### src/design/ipcmb_pkg.sv
`default_nettype none
// ----------------------------------------------------------------------------
// ipcmb_pkg
// shared constants, request and status codes of the message mailbox
// ----------------------------------------------------------------------------
package ipcmb_pkg;

    localparam int DEPTH_DEF        = 16;
    localparam int TASK_BITS_DEF    = 6;
    localparam int PAYLOAD_BITS_DEF = 32;

    localparam int REQ_BITS    = 2;
    localparam int STATUS_BITS = 2;
    localparam int COUNT_BITS  = 5;

    localparam logic [REQ_BITS-1:0] REQ_SEND  = 2'd0;
    localparam logic [REQ_BITS-1:0] REQ_RECV  = 2'd1;
    localparam logic [REQ_BITS-1:0] REQ_PURGE = 2'd2;

    localparam logic [STATUS_BITS-1:0] ST_OK      = 2'd0;
    localparam logic [STATUS_BITS-1:0] ST_FULL    = 2'd1;
    localparam logic [STATUS_BITS-1:0] ST_NOMATCH = 2'd2;

    localparam int APB_ADDR_BITS = 3;
    localparam int APB_DATA_BITS = 32;

    // register index, taken from byte address bit 2
    localparam logic REG_PRIV = 1'b0;

    localparam int PRIV_RESET = 1;

endpackage
`default_nettype wire

### src/design/ipcmb_ram.sv
`default_nettype none
// ----------------------------------------------------------------------------
// ipcmb_ram
// generic single-write, single-read ram with registered read data
// ----------------------------------------------------------------------------
module ipcmb_ram #(
    parameter int WIDTH = 8,
    parameter int DEPTH = 16
) (
    input  wire logic                     clk,
    input  wire logic                     we,
    input  wire logic [$clog2(DEPTH)-1:0] waddr,
    input  wire logic [WIDTH-1:0]         wdata,
    input  wire logic                     re,
    input  wire logic [$clog2(DEPTH)-1:0] raddr,
    output logic      [WIDTH-1:0]         rdata
);

    logic [WIDTH-1:0] mem [DEPTH];

    always_ff @(posedge clk)
    begin
        if (we)
        begin
            mem[waddr] <= wdata;
        end
        if (re)
        begin
            rdata <= mem[raddr];
        end
    end

endmodule
`default_nettype wire

### src/design/ipc_message_mailbox.sv
`default_nettype none
// ----------------------------------------------------------------------------
// ipc_message_mailbox
// shared mailbox of DEPTH message slots with send, filtered receive and
// clear-by-task requests
// ----------------------------------------------------------------------------
//  channel   dir  handshake               contents
//  s_*       in   s_tvalid / s_tready     request word, kind in s_tuser
//  m_*       out  m_tvalid / m_tready     result word, status in m_tuser
//  apb       in   psel, penable, pready   privileged_task register at 0x0
//
//  messages are kept packed in insertion order in one ram, oldest at 0
//  send and unused kinds: from accept to the result state, then to the result register
//  receive: newest-first scan of the ram, then a shift-down pass over the
//  entries above the hit
//  clear: one compaction pass over the occupied entries
//  reset empties the mailbox through the fill count, no clearing pass;
//  a new word is taken once the previous result is in the output register
// ----------------------------------------------------------------------------
module ipc_message_mailbox #(
    parameter int DEPTH        = ipcmb_pkg::DEPTH_DEF,
    parameter int TASK_BITS    = ipcmb_pkg::TASK_BITS_DEF,
    parameter int PAYLOAD_BITS = ipcmb_pkg::PAYLOAD_BITS_DEF,
    localparam int IN_BITS     = 3 * TASK_BITS + 1 + PAYLOAD_BITS,
    localparam int IN_W        = ((IN_BITS + 7) / 8) * 8,
    localparam int OUT_BITS    = TASK_BITS + PAYLOAD_BITS + ipcmb_pkg::COUNT_BITS,
    localparam int OUT_W       = ((OUT_BITS + 7) / 8) * 8
) (
    input  wire logic                                 clk,
    input  wire logic                                 rst_n,
    // sender_id, receiver_id, any_sender, payload, purge_id
    input  wire logic [IN_W-1:0]                      s_tdata,
    // req_type
    input  wire logic [ipcmb_pkg::REQ_BITS-1:0]       s_tuser,
    input  wire logic                                 s_tvalid,
    output logic                                      s_tready,
    // msg_sender, msg_payload, removed_count
    output logic      [OUT_W-1:0]                     m_tdata,
    // status
    output logic      [ipcmb_pkg::STATUS_BITS-1:0]    m_tuser,
    output logic                                      m_tvalid,
    input  wire logic                                 m_tready,
    input  wire logic                                 psel,
    input  wire logic                                 penable,
    input  wire logic                                 pwrite,
    input  wire logic [ipcmb_pkg::APB_ADDR_BITS-1:0]  paddr,
    input  wire logic [ipcmb_pkg::APB_DATA_BITS-1:0]  pwdata,
    output logic      [ipcmb_pkg::APB_DATA_BITS-1:0]  prdata,
    output logic                                      pready
);

    import ipcmb_pkg::*;

    localparam int AW      = $clog2(DEPTH);
    localparam int CNT_W   = $clog2(DEPTH + 1);
    localparam int ENTRY_W = 2 * TASK_BITS + PAYLOAD_BITS;

    typedef enum logic [2:0] {S_IDLE, S_SCAN, S_SHIFT, S_PURGE, S_RESULT} state_t;

    state_t state_reg, state_next;

    logic [CNT_W-1:0]        count_reg, count_next;
    logic [CNT_W-1:0]        issue_idx_reg, issue_idx_next;
    logic [CNT_W-1:0]        wr_ptr_reg, wr_ptr_next;
    logic [AW-1:0]           data_idx_reg, data_idx_next;
    logic                    data_valid_reg, data_valid_next;
    logic [TASK_BITS-1:0]    priv_reg, priv_next;

    logic [TASK_BITS-1:0]    req_snd_reg, req_snd_next;
    logic [TASK_BITS-1:0]    req_rcv_reg, req_rcv_next;
    logic                    req_any_reg, req_any_next;
    logic [TASK_BITS-1:0]    req_pid_reg, req_pid_next;

    logic [STATUS_BITS-1:0]  res_status_reg, res_status_next;
    logic [TASK_BITS-1:0]    res_sender_reg, res_sender_next;
    logic [PAYLOAD_BITS-1:0] res_payload_reg, res_payload_next;
    logic [CNT_W-1:0]        res_count_reg, res_count_next;

    logic                    m_tvalid_reg, m_tvalid_next;
    logic [OUT_W-1:0]        m_tdata_reg, m_tdata_next;
    logic [STATUS_BITS-1:0]  m_tuser_reg, m_tuser_next;

    logic                    ram_we, ram_re;
    logic [AW-1:0]           ram_waddr, ram_raddr;
    logic [ENTRY_W-1:0]      ram_wdata, ram_rdata;

    // input word fields
    logic [TASK_BITS-1:0]    in_snd, in_rcv, in_pid;
    logic                    in_any;
    logic [PAYLOAD_BITS-1:0] in_payload;

    // fields of the entry read last cycle
    logic [TASK_BITS-1:0]    rd_snd, rd_rcv;
    logic [PAYLOAD_BITS-1:0] rd_payload;
    logic                    rd_match, rd_purge, issue;

    logic [CNT_W+COUNT_BITS-1:0] count_ext;
    logic                        cfg_write;

    assign in_snd     = s_tdata[TASK_BITS-1:0];
    assign in_rcv     = s_tdata[2*TASK_BITS-1:TASK_BITS];
    assign in_any     = s_tdata[2*TASK_BITS];
    assign in_payload = s_tdata[2*TASK_BITS+PAYLOAD_BITS:2*TASK_BITS+1];
    assign in_pid     = s_tdata[3*TASK_BITS+PAYLOAD_BITS:2*TASK_BITS+PAYLOAD_BITS+1];

    assign rd_snd     = ram_rdata[TASK_BITS-1:0];
    assign rd_rcv     = ram_rdata[2*TASK_BITS-1:TASK_BITS];
    assign rd_payload = ram_rdata[ENTRY_W-1:2*TASK_BITS];

    // privileged sender passes the sender filter; the receiver must still match
    assign rd_match = (rd_rcv == req_rcv_reg)
                   && (req_any_reg || (rd_snd == req_snd_reg) || (rd_snd == priv_reg));
    assign rd_purge = (rd_snd == req_pid_reg) || (rd_rcv == req_pid_reg);

    assign s_tready = (state_reg == S_IDLE);
    assign m_tvalid = m_tvalid_reg;
    assign m_tdata  = m_tdata_reg;
    assign m_tuser  = m_tuser_reg;

    assign pready    = 1'b1;
    assign cfg_write = psel && penable && pwrite && pready && (paddr[2] == REG_PRIV);
    assign prdata    = (paddr[2] == REG_PRIV) ? APB_DATA_BITS'(priv_reg) : '0;
    assign priv_next = cfg_write ? pwdata[TASK_BITS-1:0] : priv_reg;

    assign count_ext = {{COUNT_BITS{1'b0}}, res_count_reg};

    ipcmb_ram #(
        .WIDTH (ENTRY_W),
        .DEPTH (DEPTH)
    ) u_slot_ram (
        .clk   (clk),
        .we    (ram_we),
        .waddr (ram_waddr),
        .wdata (ram_wdata),
        .re    (ram_re),
        .raddr (ram_raddr),
        .rdata (ram_rdata)
    );

    always_comb
    begin
        state_next       = state_reg;
        count_next       = count_reg;
        issue_idx_next   = issue_idx_reg;
        wr_ptr_next      = wr_ptr_reg;
        data_idx_next    = data_idx_reg;
        data_valid_next  = data_valid_reg;
        req_snd_next     = req_snd_reg;
        req_rcv_next     = req_rcv_reg;
        req_any_next     = req_any_reg;
        req_pid_next     = req_pid_reg;
        res_status_next  = res_status_reg;
        res_sender_next  = res_sender_reg;
        res_payload_next = res_payload_reg;
        res_count_next   = res_count_reg;
        m_tvalid_next    = m_tvalid_reg && !m_tready;
        m_tdata_next     = m_tdata_reg;
        m_tuser_next     = m_tuser_reg;
        ram_we           = 1'b0;
        ram_re           = 1'b0;
        ram_waddr        = '0;
        ram_wdata        = ram_rdata;
        ram_raddr        = issue_idx_reg[AW-1:0];
        issue            = 1'b0;

        case (state_reg)
            S_IDLE:
            begin
                if (s_tvalid)
                begin
                    req_snd_next     = in_snd;
                    req_rcv_next     = in_rcv;
                    req_any_next     = in_any;
                    req_pid_next     = in_pid;
                    res_status_next  = ST_OK;
                    res_sender_next  = '0;
                    res_payload_next = '0;
                    res_count_next   = '0;
                    data_valid_next  = 1'b0;
                    case (s_tuser)
                        REQ_SEND:
                        begin
                            if (count_reg == CNT_W'(DEPTH))
                            begin
                                res_status_next = ST_FULL;
                            end
                            else
                            begin
                                ram_we     = 1'b1;
                                ram_waddr  = count_reg[AW-1:0];
                                ram_wdata  = {in_payload, in_rcv, in_snd};
                                count_next = count_reg + 1'b1;
                            end
                            state_next = S_RESULT;
                        end
                        REQ_RECV:
                        begin
                            if (count_reg == '0)
                            begin
                                res_status_next = ST_NOMATCH;
                                state_next      = S_RESULT;
                            end
                            else
                            begin
                                issue_idx_next = count_reg - 1'b1;
                                state_next     = S_SCAN;
                            end
                        end
                        REQ_PURGE:
                        begin
                            issue_idx_next = '0;
                            wr_ptr_next    = '0;
                            state_next     = S_PURGE;
                        end
                        default:
                        begin
                            state_next = S_RESULT;
                        end
                    endcase
                end
            end
            S_SCAN:
            begin
                if (data_valid_reg && rd_match)
                begin
                    res_sender_next  = rd_snd;
                    res_payload_next = rd_payload;
                    issue_idx_next   = CNT_W'(data_idx_reg) + 1'b1;
                    data_valid_next  = 1'b0;
                    state_next       = S_SHIFT;
                end
                else if (data_valid_reg && (data_idx_reg == '0))
                begin
                    res_status_next = ST_NOMATCH;
                    data_valid_next = 1'b0;
                    state_next      = S_RESULT;
                end
                else
                begin
                    // index wraps past zero to a value above the depth
                    issue           = (issue_idx_reg < CNT_W'(DEPTH));
                    ram_re          = issue;
                    data_valid_next = issue;
                    data_idx_next   = issue_idx_reg[AW-1:0];
                    if (issue)
                    begin
                        issue_idx_next = issue_idx_reg - 1'b1;
                    end
                end
            end
            S_SHIFT:
            begin
                // move every entry above the hit down by one
                if (data_valid_reg)
                begin
                    ram_we    = 1'b1;
                    ram_waddr = data_idx_reg - 1'b1;
                end
                issue           = (issue_idx_reg < count_reg);
                ram_re          = issue;
                data_valid_next = issue;
                data_idx_next   = issue_idx_reg[AW-1:0];
                if (issue)
                begin
                    issue_idx_next = issue_idx_reg + 1'b1;
                end
                else if (!data_valid_reg)
                begin
                    count_next = count_reg - 1'b1;
                    state_next = S_RESULT;
                end
            end
            S_PURGE:
            begin
                // survivors are packed down to the write pointer
                if (data_valid_reg && !rd_purge)
                begin
                    ram_we      = 1'b1;
                    ram_waddr   = wr_ptr_reg[AW-1:0];
                    wr_ptr_next = wr_ptr_reg + 1'b1;
                end
                issue           = (issue_idx_reg < count_reg);
                ram_re          = issue;
                data_valid_next = issue;
                data_idx_next   = issue_idx_reg[AW-1:0];
                if (issue)
                begin
                    issue_idx_next = issue_idx_reg + 1'b1;
                end
                else if (!data_valid_reg)
                begin
                    count_next     = wr_ptr_reg;
                    res_count_next = count_reg - wr_ptr_reg;
                    state_next     = S_RESULT;
                end
            end
            S_RESULT:
            begin
                if (!m_tvalid_reg || m_tready)
                begin
                    m_tvalid_next = 1'b1;
                    m_tdata_next  = '0;
                    m_tdata_next[OUT_BITS-1:0] = {count_ext[COUNT_BITS-1:0],
                                                  res_payload_reg, res_sender_reg};
                    m_tuser_next  = res_status_reg;
                    state_next    = S_IDLE;
                end
            end
            default:
            begin
                state_next = S_IDLE;
            end
        endcase
    end

    always_ff @(posedge clk or negedge rst_n)
    begin
        if (!rst_n)
        begin
            state_reg      <= S_IDLE;
            count_reg      <= '0;
            data_valid_reg <= 1'b0;
            m_tvalid_reg   <= 1'b0;
            priv_reg       <= TASK_BITS'(PRIV_RESET);
        end
        else
        begin
            state_reg      <= state_next;
            count_reg      <= count_next;
            data_valid_reg <= data_valid_next;
            m_tvalid_reg   <= m_tvalid_next;
            priv_reg       <= priv_next;
        end
    end

    always_ff @(posedge clk)
    begin
        issue_idx_reg   <= issue_idx_next;
        wr_ptr_reg      <= wr_ptr_next;
        data_idx_reg    <= data_idx_next;
        req_snd_reg     <= req_snd_next;
        req_rcv_reg     <= req_rcv_next;
        req_any_reg     <= req_any_next;
        req_pid_reg     <= req_pid_next;
        res_status_reg  <= res_status_next;
        res_sender_reg  <= res_sender_next;
        res_payload_reg <= res_payload_next;
        res_count_reg   <= res_count_next;
        m_tdata_reg     <= m_tdata_next;
        m_tuser_reg     <= m_tuser_next;
    end

    a_count_bound: assert property (@(posedge clk) disable iff (!rst_n)
        count_reg <= CNT_W'(DEPTH))
        else $error("fill count above depth");

    a_no_rw_overlap: assert property (@(posedge clk) disable iff (!rst_n)
        (ram_we && ram_re) |-> (ram_waddr != ram_raddr))
        else $error("ram read and write hit the same entry");

    a_result_from_state: assert property (@(posedge clk) disable iff (!rst_n)
        $rose(m_tvalid_reg) |-> $past(state_reg == S_RESULT))
        else $error("result word raised outside the result state");

    a_scan_in_range: assert property (@(posedge clk) disable iff (!rst_n)
        (state_reg == S_SCAN && data_valid_reg) |-> (CNT_W'(data_idx_reg) < count_reg))
        else $error("scan read beyond the occupied entries");

    a_shift_drops_one: assert property (@(posedge clk) disable iff (!rst_n)
        (state_reg == S_SHIFT && state_next == S_RESULT)
        |=> (count_reg + 1'b1 == $past(count_reg)))
        else $error("receive did not remove exactly one entry");

endmodule
`default_nettype wire

### config.mk
export PLATFORM = sky130hd
export DESIGN_NAME = ipc_message_mailbox
export DESIGN_NICKNAME = d
export VERILOG_FILES = /design/src/design/ipcmb_pkg.sv /design/src/design/ipcmb_ram.sv /design/src/design/ipc_message_mailbox.sv
export SDC_FILE = /design/constraint.sdc
export NUM_CORES = 1
export LEC_CHECK = 0
export ABC_CLOCK_PERIOD_IN_PS = 7300
export BUFFER_PORTS_ARGS = -buffer_cell sky130_fd_sc_hd__buf_4
export CORE_AREA = 3 3 312 314
export CTS_CLUSTER_DIAMETER = 100
export DETAILED_ROUTE_END_ITERATION = 8
export DIE_AREA = 0 0 315 317
export GPL_TIMING_DRIVEN = 0
export SYNTH_ARGS = -nofsm -noshare
export SYNTH_HDL_FRONTEND = slang
export SYNTH_SLANG_ARGS = --single-unit
### constraint.sdc
create_clock -name clk -period 7.3 [get_ports clk]
set_input_delay 1.46 -clock clk [delete_from_list [all_inputs] [get_ports clk]]
set_output_delay 1.46 -clock clk [all_outputs]
set_load 0.01 [all_outputs]
Word-level counts from Yosys, hierarchy flattened --
Memories as Yosys holds them, arrays and structs flattened. A register that Yosys moved wholly into a read port is not among the register bits. Cells that the tools add are included.
Storage, ports and cells: bits in registers 139, bits in latches 0, RAM bits 704, bits in read-only memories 0, input bits 100, logic and storage cells 175, memories 1
Memories:
- u_slot_ram.mem | depth 16, bits a word 44, read ports 1, clocked after Yosys merged registers in 1, wr ports 1, RTL line ipcmb_ram.sv:19 | logic [WIDTH-1:0] mem [DEPTH];
Cells by class: $add $sub $neg 8, multiply operators 0, divide/modulo/power cells 0, order comparisons 2, equality and inequality tests 34, shift-type cells 0, mux-type cells 75, bitwise operators 1, reductions and logical operators 36
Operators by type and width (number):
- 44-bit two-way mux | 4
- 5-bit two-way mux | 19
- 32-bit two-way mux | 2
- 32-bit one-hot mux with 2 select lines | 1
- 6-bit == test | 5
- 5-bit one-hot mux with 2 select lines | 3
- 5-bit one-hot mux with 3 select lines | 2
- 4-bit two-way mux | 7
- 2-bit inequality test (second input constant) | 14
- 3-bit two-way mux | 7
- 6-bit two-way mux | 3
- 5-bit by 1-bit adder with 5-bit output (second input constant) | 3
- 1-bit two-way mux | 13
- 3-bit inequality test (second input constant) | 4
- 3-bit one-hot mux with 4 select lines | 1
- 4-bit one-hot mux with 3 select lines | 1
- 6-bit one-hot mux with 2 select lines | 1
- 4-bit AND reduction | 3
- 5-bit by 1-bit subtractor with 5-bit output (second input constant) | 2
- 1-bit logical AND | 8
- 2-bit two-way mux | 4
- 2-bit one-hot mux with 2 select lines | 2
- 4-bit one-hot mux with 2 select lines | 1
- 8-bit AND reduction | 1
- other kinds (30) | 45

Depth between registers and ports, before layout --
depth in word-level cells 8, mapped depth 9

Hierarchy --
Synthesis repeated with hierarchy kept, for this count alone.
Second synthesis, totals: cells, all modules 1687, area total of the unflattened synthesis 34789.6 um^2
Modules (own cells, without submodules):
- ipcmb_ram | instances 1, cells each 1142, area each 27706.6 um^2
- ipc_message_mailbox | instances 1, cells each 545, area each 7083.0 um^2

Worst setup path after synthesis --
No wires, ideal clock.
path type input to register, from in s_tvalid, to mem u_slot_ram.mem[0][0] (netlist name) (enable), setup time 0.500 ns, arrival time 6.140 ns, required time 6.800 ns, path slack 0.660 ns, stages 6, cells stage by stage nor4b_4 -> nand3b_2 -> buf_6 -> o21ai_0 -> a32oi_1 -> nor3_1
Between the ends: cells in the longest elaborated chain, start to end 4
Ends and longest elaborated chain:
- start, declared | RTL line ipc_message_mailbox.sv:35 | input wire logic s_tvalid,
- 1-bit two-way mux | RTL line ipc_message_mailbox.sv:169 | if (s_tvalid)
- 1-bit one-hot mux with 3 select lines | RTL line ipc_message_mailbox.sv:166 | case (state_reg)
- 1-bit two-way mux | RTL line ipcmb_ram.sv:23 | if (we)
- 1-bit two-way mux (implied by the code) | RTL line ipcmb_ram.sv:25 | mem[waddr] <= wdata;
- end, declared | RTL line ipcmb_ram.sv:19
Several ways; a longest one is shown, not always the timed one.

Worst setup path in the final report --
from in s_tvalid, to mem u_slot_ram.mem[0][27] (netlist name) (enable)
Same word-level chain as after synthesis.

==> flow_summary.json <==
{
  "final_cell_mix": "edfxtp_1 (871), mux4_2 (220), buf_4 (156), clkbuf_16 (91), clkbuf_1 (66)",
  "tightest_slew_ns": 1.24,
  "antenna_cells": 0,
  "grt_max_degree": 28,
  "viasPerCell": 5.29,
  "dieWidth_um": 315,
  "layout_commonest_cell": "edfxtp_1",
  "fmax_mhz": 224,
  "fp.dieArea_um2": 99900,
  "hpwl_mm": 56.9,
  "rows": 113,
  "worst_setup_path_start_kind": "input port",
  "cts_hold_buf": 0,
  "fp.coreArea_um2": 94900,
  "yosysWarnings": 0,
  "path_clk_slew_ns": 0.06,
  "cp.required_ns": 7.64,
  "min_path_cells": 0,
  "drt_iter0_drc": 1563,
  "synth_ff_type": "edfxtp_1",
  "grt_overflow": 0,
  "ys_seq_area_share_pct": 76.1,
  "cts_max_level": 3,
  "antenna_found_initial": 2,
  "slew_headroom_pct": 17.5,
  "wl_per_cell_um": 26.9,
  "grt_pass1_wl_mm": 125,
  "cts.sinks": 887,
  "routed_wl_mm": 86.7,
  "crit_path_start": "s_tvalid",
  "post-cts-setup-buffers": 0,
  "async_reset_ff_share_pct": 1.80,
  "p_leak_uw": 0.0136,
  "r2r-end": "u_slot_ram.mem[0][27]",
  "clkLatencyLatePin_ns": 0.64,
  "placedCellCount": 3059,
  "ctsResizeCount": 0,
  "post_synth.cell_area_avg_um2": 21.9,
  "r2r_setup_slack_ns": 3.18,
  "path_class": "input port to register",
  "vias": 17000,
  "critPathArrivalTime_ns": 4.81,
  "crit_path_end": "u_slot_ram.mem[0][27]",
  "die_y_um": 317,
  "ant_nets": 0,
  "cts-root-buf": "clkbuf_16",
  "netlist_area_um2": 34900,
  "start_util_pct": 36.8,
  "seq_area_um2": 26600,
  "hold_path.class": "register to register",
  "crit-reg2reg-launch": "state_reg[2]",
  "endpoint_kind": "register",
  "skew_ns": 0.0150,
  "instances_no_fill": 3219,
  "cts_buffers": 89,
  "ys_types": 58,
  "fillers": 7993,
  "grt_usage_pct": 17.4,
  "synth_edf_count": 871,
  "peakVddDrop_mv": 0.175,
  "cts.path.max_buffers": 3,
  "setup_slack_ns": 2.83,
  "first_global_vias": 17600,
  "rsz0062_at_grt": "no",
  "io_pins": 185,
  "worst-r2r-cell-count": 11,
  "cts_tree": "done",
  "finalSetupViolations": 0,
  "status": "complete, no violations",
  "hold_violations": 0,
  "post-place-ws_ns": 2.15,
  "gp_congestion": 0.852,
  "cellPowerDensity_nw_per_um2": 395,
  "drv_slew": 0,
  "fin_nets": 2007,
  "drv_cap": 0,
  "multi_input_area_um2": 7930,
  "worst-path-max-fanout": 16,
  "drive_gt1_share_pct": 33.1,
  "largest_reg_flops": 704,
  "fin_crit_sh_pct": 61.2,
  "min_period_ns": 4.47,
  "drc": 0,
  "drt-pass1-iter-count": 5,
  "ys_ff_latch": 887,
  "area_delta_synth_final_pct": 18.6,
  "port_buffers": 119,
  "synth_cells": 1595,
  "ys_top_cells_by_area": "edfxtp_1 (75%), mux4_2 (14%), mux2_2 (1.6%)",
  "synth_top_cell_by_area": "edfxtp_1",
  "synth_top_area_share_pct": 75.0
}
==> critical path, cell delays in order <==
cell and delay [ns]:
buf_4 0.10, nor4b_4 0.65, buf_6 0.29, nand3b_2 0.13, buf_6 0.20, o21ai_0 0.25
a32oi_1 0.26, nor3_2 0.85, buf_6 0.26, buf_6 0.18, buf_6 0.17
==> power breakdown <==
| part | switching [µW] | leakage (µW) | internal (µW) |
|---|---|---|---|
| sequential | 322 | 0.00811 | 6970 |
| combinational | 2680 | 0.00413 | 1980 |
| clock | 1880 | 0.00135 | 2500 |
==> cell families (layout without fill, tap and decap cells) <==
| group | count (synthesis) | count (layout) | share of synthesized area [%] |
|---|---|---|---|
| AOI/OAI and AO/OA | 73 | 73 | 1.45 |
| xor gates and xnor gates | 51 | 51 | 1.28 |
| muxes | 275 | 275 | 16.0 |
| adders and majority gates | 22 | 22 | 0.811 |
| and+or+nand+nor | 158 | 158 | 2.48 |
| other | 2 | 32 | 0.0215 |
| DFF | 887 | 887 | 76.1 |
| buffers and inverters | 127 | 456 | 1.84 |
==> synth_stat cells (all sizes together) (12+ instances only) <==
master / instances
edfxtp: 871
mux2: 50
a21oi: 12
nand3: 13
ha: 21
mux4: 220
nor2: 36
xor2: 26
buf: 63
dfrtp: 15
and3: 42
clkbuf: 44
inv: 20
nand2: 21
xnor2: 25
==> per-layer routing <==
layer / vias to the layer above / share of wire [%] / GRT usage [%]
li1: 7151 / - / -
met1: 9137 / 41 / 23.2
met2: 616 / 51 / 29.8
met3: 119 / 5.7 / 2.29
met4: 0 / 2.4 / 5.20
met5: - / 0 / 0
==> worst min path at each step <==
stage / start / to
after floorplan: res_sender_reg[0] / m_tdata[0]
after global placement: res_payload_reg[21] / m_tdata[27]
after detailed placement: res_payload_reg[29] / m_tdata[35]
after CTS: res_payload_reg[17] / m_tdata[23]
after global routing: res_payload_reg[17] / m_tdata[23]
final: res_payload_reg[17] / m_tdata[23]
==> layout make-up <==
cell class	count	share of cell area, %
clock buffer	113	5.70
clock inverter	47	1.02
tap	1265	3.82
buffer	107	1.37
inverter	20	0.181
sequential	887	64.2
timing repair buffer	169	4.57
multi-input combinational	611	19.2
==> per-stage QoR <==
step	TNS [ns]	instance area, µm²	power [µW]	hold slack [ns]	utilization (%)
after detailed placement	0	38600	12100	0.405	40.7
after floorplan	0	35000	10300	0.400	-
after CTS	0	41400	16500	0.417	43.6
final	0	41400	16300	0.415	43.6
after global placement	-1458.87	37500	11900	0.408	39.5
after global routing	0	41400	17000	0.427	43.6
Power figures use the tool's default switching activity.
